File: config.mk
export PLATFORM = sky130hd
export DESIGN_NAME = bufr_message_deframer_unit
export DESIGN_NICKNAME = d
export VERILOG_FILES = /design/src/rtl/core/bmd_pkg.sv /design/src/rtl/core/bufr_message_deframer_unit.sv
export SDC_FILE = /design/constraint.sdc
export NUM_CORES = 1
export LEC_CHECK = 0
export BUFFER_PORTS_ARGS = -buffer_cell sky130_fd_sc_hd__buf_2
export CAP_MARGIN = 20
export CORE_MARGIN = 3
export CORE_UTILIZATION = 60
export CTS_CLUSTER_SIZE = 16
export DETAILED_ROUTE_END_ITERATION = 8
export GPL_TIMING_DRIVEN = 0
export PLACE_DENSITY = 0.8
export SYNTH_ARGS = -nofsm -noshare
export SYNTH_HDL_FRONTEND = slang
export SYNTH_SLANG_ARGS = --single-unit
File: constraint.sdc
create_clock -name clk -period 6.3 [get_ports clk]
set_clock_uncertainty 0.1 [all_clocks]
set_input_delay 1.26 -clock clk [delete_from_list [all_inputs] [get_ports clk]]
set_output_delay 1.26 -clock clk [all_outputs]
set_load 0.05 [all_outputs]
File: src/rtl/core/bmd_pkg.sv
`timescale 1ns / 1ps

package bmd_pkg;

  localparam int unsigned SIG_LEN = 4;
  localparam logic [23:0] MIN_LENGTH = 24'd12;
  localparam logic [23:0] SECTION0_LEN = 24'd8;

  // signature letters, first letter in the lowest byte
  localparam logic [SIG_LEN-1:0][7:0] SIG_BYTES = {8'h52, 8'h46, 8'h55, 8'h42};

  typedef enum logic [1:0] {
    ST_OK    = 2'd0,
    ST_SHORT = 2'd1,
    ST_TRUNC = 2'd2,
    ST_NONE  = 2'd3
  } status_t;

  // shape of the burst that one input transfer produces
  typedef enum logic [1:0] {
    KIND_ONE   = 2'd0,
    KIND_SHORT = 2'd1,
    KIND_SIG   = 2'd2
  } kind_t;

  typedef struct packed {
    kind_t       kind;
    logic [7:0]  data;
    logic        last;
    status_t     status;
    logic [31:0] offset;
  } burst_t;

endpackage

File: src/rtl/core/bufr_message_deframer_unit.sv
`timescale 1ns / 1ps

// latency: a result is offered on the master side the cycle after its input transfer
// throughput: while m_tready is high, one input byte per cycle; a found signature gives
// a burst of four results, one per cycle, and a header byte with a short length gives
// two results; the slave side stalls until the last result of a burst is taken
// reset (rst, synchronous): back to hunting, stream offset zero, output empty
module bufr_message_deframer_unit
  import bmd_pkg::*;
(
  input  logic        clk,
  input  logic        rst,
  input  logic        s_tvalid,
  output logic        s_tready,
  input  logic [7:0]  s_tdata,  // data_byte
  input  logic        s_tlast,  // stream_end
  output logic        m_tvalid,
  input  logic        m_tready,
  output logic [39:0] m_tdata,  // out_byte, start_offset
  output logic [2:0]  m_tuser,  // message_start, status
  output logic        m_tlast   // last
);

  typedef enum logic [1:0] {
    PH_HUNT   = 2'd0,
    PH_HEADER = 2'd1,
    PH_BODY   = 2'd2
  } phase_t;

  phase_t      phase, phase_next;
  logic [1:0]  match_count, match_count_next;
  logic [1:0]  header_index, header_index_next;
  logic [23:0] declared_length, declared_length_next;
  logic [23:0] bytes_left, bytes_left_next;
  logic [31:0] stream_position, stream_position_next;

  burst_t      burst, burst_next;
  logic        burst_fire;
  logic        busy;
  logic [1:0]  idx;
  logic [1:0]  last_idx;
  logic        s_xfer, m_xfer, burst_done;
  logic [23:0] bytes_dec;

  // out byte fields for the current burst entry
  logic [7:0]  o_byte;
  logic        o_start;
  logic [31:0] o_offset;
  logic        o_last;
  status_t     o_status;

  always_comb begin
    unique case (burst.kind)
      KIND_SHORT: last_idx = 2'd1;
      KIND_SIG:   last_idx = 2'd3;
      default:    last_idx = 2'd0;
    endcase
  end

  assign m_xfer     = m_tvalid && m_tready;
  assign burst_done = m_xfer && (idx == last_idx);
  assign s_tready   = !busy || burst_done;
  assign s_xfer     = s_tvalid && s_tready;
  assign bytes_dec  = bytes_left - 24'd1;

  always_comb begin
    phase_next           = phase;
    match_count_next     = match_count;
    header_index_next    = header_index;
    declared_length_next = declared_length;
    bytes_left_next      = bytes_left;
    stream_position_next = stream_position + 32'd1;
    burst_fire           = 1'b0;
    burst_next.kind      = KIND_ONE;
    burst_next.data      = s_tdata;
    burst_next.last      = 1'b0;
    burst_next.status    = ST_OK;
    burst_next.offset    = stream_position - 32'(SIG_LEN - 1);
    if (s_tlast) begin
      burst_fire           = 1'b1;
      burst_next.data      = 8'h00;
      burst_next.last      = 1'b1;
      burst_next.status    = (phase == PH_HEADER || phase == PH_BODY) ? ST_TRUNC : ST_NONE;
      phase_next           = PH_HUNT;
      match_count_next     = 2'd0;
      header_index_next    = 2'd0;
      declared_length_next = 24'd0;
      bytes_left_next      = 24'd0;
      stream_position_next = 32'd0;
    end else begin
      unique case (phase)
        PH_HEADER: begin
          burst_fire = 1'b1;
          if (header_index != 2'd3) begin
            declared_length_next = {declared_length[15:0], s_tdata};
            header_index_next    = header_index + 2'd1;
          end else if (declared_length < MIN_LENGTH) begin
            burst_next.kind   = KIND_SHORT;
            phase_next        = PH_HUNT;
            match_count_next  = 2'd0;
            header_index_next = 2'd0;
          end else begin
            bytes_left_next   = declared_length - SECTION0_LEN;
            phase_next        = PH_BODY;
            header_index_next = 2'd0;
          end
        end
        PH_BODY: begin
          burst_fire      = 1'b1;
          bytes_left_next = bytes_dec;
          if (bytes_dec == 24'd0) begin
            burst_next.last  = 1'b1;
            phase_next       = PH_HUNT;
            match_count_next = 2'd0;
          end
        end
        default: begin
          if (s_tdata == SIG_BYTES[match_count]) begin
            if (match_count == 2'(SIG_LEN - 1)) begin
              burst_fire           = 1'b1;
              burst_next.kind      = KIND_SIG;
              phase_next           = PH_HEADER;
              header_index_next    = 2'd0;
              declared_length_next = 24'd0;
              match_count_next     = 2'd0;
            end else begin
              match_count_next = match_count + 2'd1;
            end
          end else begin
            match_count_next = (s_tdata == SIG_BYTES[0]) ? 2'd1 : 2'd0;
          end
        end
      endcase
    end
  end

  always_ff @(posedge clk) begin
    if (rst) begin
      phase           <= PH_HUNT;
      match_count     <= 2'd0;
      header_index    <= 2'd0;
      declared_length <= 24'd0;
      bytes_left      <= 24'd0;
      stream_position <= 32'd0;
      busy            <= 1'b0;
      idx             <= 2'd0;
    end else begin
      if (s_xfer) begin
        phase           <= phase_next;
        match_count     <= match_count_next;
        header_index    <= header_index_next;
        declared_length <= declared_length_next;
        bytes_left      <= bytes_left_next;
        stream_position <= stream_position_next;
      end
      if (s_xfer && burst_fire) begin
        busy <= 1'b1;
        idx  <= 2'd0;
      end else if (burst_done) begin
        busy <= 1'b0;
        idx  <= 2'd0;
      end else if (m_xfer) begin
        idx <= idx + 2'd1;
      end
    end
  end

  always_ff @(posedge clk) begin
    if (s_xfer && burst_fire) begin
      burst <= burst_next;
    end
  end

  always_comb begin
    o_byte   = burst.data;
    o_start  = 1'b0;
    o_offset = 32'd0;
    o_last   = burst.last;
    o_status = burst.status;
    unique case (burst.kind)
      KIND_SIG: begin
        o_byte   = SIG_BYTES[idx];
        o_start  = (idx == 2'd0);
        o_offset = (idx == 2'd0) ? burst.offset : 32'd0;
        o_last   = 1'b0;
        o_status = ST_OK;
      end
      KIND_SHORT: begin
        // header byte first, then the short length status
        if (idx == 2'd0) begin
          o_last   = 1'b0;
          o_status = ST_OK;
        end else begin
          o_byte   = 8'h00;
          o_last   = 1'b1;
          o_status = ST_SHORT;
        end
      end
      default: begin
        o_byte = burst.data;
      end
    endcase
  end

  assign m_tvalid = busy;
  assign m_tdata  = {o_offset, o_byte};
  assign m_tuser  = {o_status, o_start};
  assign m_tlast  = o_last;

endmodule

==> flow_summary_export.csv <==
group,metric,value,unit
status,status,"finished clean",
power_and_ir_drop,p_int,1.60,mW
floorplan,row_count,39,
route,drc,0,
global_route,grt_pass1_vias,6150,
layout,postLayoutCoreUtil,72.3,%
logic_synthesis,synthDistinctLibCells,63,
critical_path,slowest_stage,"o31ai_1",
floorplan,io_pins,59,
timing,worst_pin_slew,0.931,ns
global_route,grt_max_degree,33,
clocking,ctsResizeCount,0,
clocking,postCtsSetupRepairBufs,0,
critical_path,rrSetupSlack,2.40,ns
route,first_pass_iters,6,
worst_hold_path,hold_path.class,"reg2reg",
route,vias,6613,
critical_path,max_stage_delay,0.81,ns
timing,maxSlewViolCount,0,
layout,layout.nets,949,
logic_synthesis,synthXorXnorAreaFrac,10.8,%
route,wl_per_cell,17.2,µm
logic_synthesis,synth-compound-area-share,12.6,%
global_route,grt_pass1_wl,29.8,mm
clocking,clk_pin_slew,0.06,ns
placed_design,numPortBuffers,58,
placed_design,routabilityCongestion,0.911,
global_route,overflow,0,
floorplan,initial_utilization,63.0,%
logic_synthesis,yosysSeqAreaShare,42.5,%
layout,fillers,869,
global_route,antenna_found_initial,0,
logic_synthesis,async_flop_share,0,%
logic_synthesis,synthAdderAreaFrac,2.54,%
clocking,clockBufferDepth,2,
logic_synthesis,synthCells,843,
logic_synthesis,synth_top_area_share,24.2,%
clocking,cts_tree,"done",
floorplan,die_area,13700,µm²
run,maxCapViolCount,0,
logic_synthesis,synth_area,7380,µm²
power_and_ir_drop,powerDensity,262,nW/µm²
power_and_ir_drop,peakVddDrop,202,µV
power_and_ir_drop,power.switching,0.615,mW
route,avgViaCountPerCell,6.14,
clocking,worst_skew_pair.late_latency,0.43,ns
critical_path,cp_max_fo,8,
clocking,htree_levels,4,
layout,diodes,0,
timing,setup_violations,0,
logic_synthesis,muxShareOfSynthArea,0.984,%
route,ant_nets,0,
critical_path,crit_chain,"inv_1, ha_1, xor2_1, o31ai_1, buf_2",
timing,fin_crit_sh,63.6,%
critical_path,start_kind,"register",
timing,hold_viol_final,0,
critical_path,crit_required,4.94,ns
power_and_ir_drop,seqPwrFrac,41.9,%
logic_synthesis,yosys-top-cells-area,"dfxtp_1 24%, edfxtp_1 18%, xor2_1 6.6%, nor2_1 5.2%, xnor2_1 4.2%",
placed_design,dpl_worst_slack,2.07,ns
timing,grt_setup_unrepaired,"false",
power_and_ir_drop,power,2.22,mW
logic_synthesis,synth-simple-area-share,26.3,%
logic_synthesis,synth-edff-count,45,
layout,final_cells,1077,
power_and_ir_drop,power_frac_comb,14.0,%
floorplan,die_w,117,µm
logic_synthesis,yosys.area.top_type,"dfxtp_1",
critical_path,cp-end-kind,"primary output",
floorplan,coreArea,11700,µm²
layout,area.growth.synth_to_final,14.8,%
timing,setup_slack,2.29,ns
power_and_ir_drop,clockPowerShare,44.1,%
timing,relSlewSlack,37.4,%
placed_design,placedCellCount,1045,
power_and_ir_drop,cellLeakagePower,3.26,nW
route,routed_wirelength,18.5,mm
timing,post-route-min-period,4.01,ns
critical_path,cp_data_arrival_time,2.65,ns
global_route,grt_use_total,27.7,%
logic_synthesis,syn_nets,871,
power_and_ir_drop,p_sw_share,27.7,%
logic_synthesis,yosys_warnings,0,
route,drt_iter0_drc,679,
floorplan,die_y,117,µm
logic_synthesis,synth_area_per_cell,8.75,µm²
critical_path,setup.worst_path.class,"reg2out",
timing,clock.fmax,0.250,GHz
logic_synthesis,ys_ff_latch,134,
placed_design,hpwl,13.4,mm
clocking,cts_hold_buffers,0,
critical_path,path_delay_family,"compound AO/OA/AOI/OAI gates",
clocking,cts.sinks,134,
critical_path,worst-path-buf-inv,2,
logic_synthesis,synth_top_family_by_area,"simple AND/OR/NAND/NOR gates",
layout,layout-drive-gt1-share,12.1,%
logic_synthesis,synth_ff_type,"dfxtp_1",
timing,setup_tns,0,ns
clocking,clockRootBuffer,"clkbuf_16",
clocking,numCtsBuffers,17,
-- synth_stat cells, types with 7 or more instances --
| cell | n |
|---|---|
| nor2b_1 | 13 |
| inv_1 | 18 |
| nor2_1 | 103 |
| xor2_1 | 56 |
| o31ai_1 | 7 |
| xnor2_1 | 35 |
| nor3_1 | 34 |
| and3_1 | 39 |
| ha_1 | 15 |
| clkbuf_1 | 47 |
| nand3_1 | 33 |
| dfxtp_1 | 89 |
| nand4_1 | 18 |
| and2_1 | 7 |
| edfxtp_1 | 45 |
| nor4_1 | 22 |
| a21oi_1 | 39 |
| or3_1 | 14 |
| or4_1 | 10 |
| a22oi_1 | 22 |
| nand2_1 | 67 |
| o21ai_0 | 21 |
-- area by class of cell --
type,instances,area [µm²],share of cell area (%)
multi-input combinational,632,3940,46.5
clock inverter,11,93.8,1.11
sequential,134,3130,37.0
inverter,19,71.3,0.842
tap,143,179,2.11
buffer,58,246,2.91
timing repair buffer,59,310,3.67
clock buffer,21,492,5.81
-- per-stage QoR --
| stage | hold slack [ns] | area (µm²) |
|---|---|---|
| final | 0.367 | 8470 |
| after global routing | 0.395 | 8470 |
| after CTS | 0.366 | 8470 |
| after detailed placement | 0.358 | 7880 |
| after global placement | 0.346 | 7850 |
| after floorplan | 0.336 | 7380 |
-- per-layer routing --
| layer | up-vias | track usage, % | wire length [µm] |
|---|---|---|---|
| li1 | 3196 | - | - |
| met1 | 3095 | 34.6 | 7660 |
| met2 | 279 | 46.2 | 9100 |
| met4 | 0 | 12.5 | 533 |
| met5 | - | 0 | 0 |
| met3 | 43 | 5.81 | 1240 |
-- final timing paths --
check | start | end | depth (start not counted)
worst max-delay path | burst[43]$_SDFFCE_PP0P_ | s_tready | 5
worst min-delay path | header_index[1]$_SDFFE_PP0P_ | header_index[1]$_SDFFE_PP0P_ | 2
worst max register to register | burst[43]$_SDFFCE_PP0P_ | declared_length[15]$_SDFFE_PP0P_ | 9
worst min register to register | header_index[1]$_SDFFE_PP0P_ | header_index[1]$_SDFFE_PP0P_ | 2
-- placed cells by master, fill, tap and decap left out, types with 6 or more instances in the layout --
cell type,synthesis,layout
nor2b_1,13,13
dfxtp_1,89,89
and3_1,39,39
ha_1,15,15
or4_1,10,10
nor4_1,22,22
or3_1,14,14
clkbuf_16,0,18
o21ai_0,21,21
a2111oi_0,6,6
clkbuf_1,47,47
nand2_1,67,67
xor2_1,56,56
a22oi_1,22,22
o211ai_1,6,6
nor2_1,103,103
nand3_1,33,33
o31ai_1,7,7
a21oi_1,39,39
nand4_1,18,18
and2_1,7,7
inv_1,18,18
xnor2_1,35,35
nor3_1,34,34
buf_2,4,62
edfxtp_1,45,45
-- registers in the layout (all words and copies together) (netlist names) --
name and cells:
stream_position 32, idx 2, m_tvalid 1, burst 45, match_count 2, declared_length 24
bytes_left 24, phase 2, header_index 2
-- cell families (layout without fill, tap and decap cells) --
logic type	Yosys count	in the layout
simple gates	381	381
mux	7	7
compound gates	138	138
flops	134	134
xor+xnor	91	91
fa+ha+maj	15	15
buf+inv	77	168
-- power by group through the flow --
stage | combinational (mW) | clock [mW] | sequential [mW]
global route | 0.337 | 1.02 | 0.932
finish | 0.309 | 0.979 | 0.930
CTS | 0.307 | 0.977 | 0.930
detailed placement | 0.306 | 0 | 0.948
global placement | 0.299 | 0 | 0.951
floorplan | 0.230 | 0 | 0.948
-- worst register-to-register path, cell delays in order, from the launching register on --
cell and delay (ns):
edfxtp_1 0.38, inv_1 0.07, ha_1 0.40, xor2_1 0.15, o31ai_1 0.81, nand2_1 0.43
a2111oi_2 0.77, clkbuf_1 0.45, a22oi_1 0.13, nor2_1 0.13
Power figures use the tool's default switching activity.
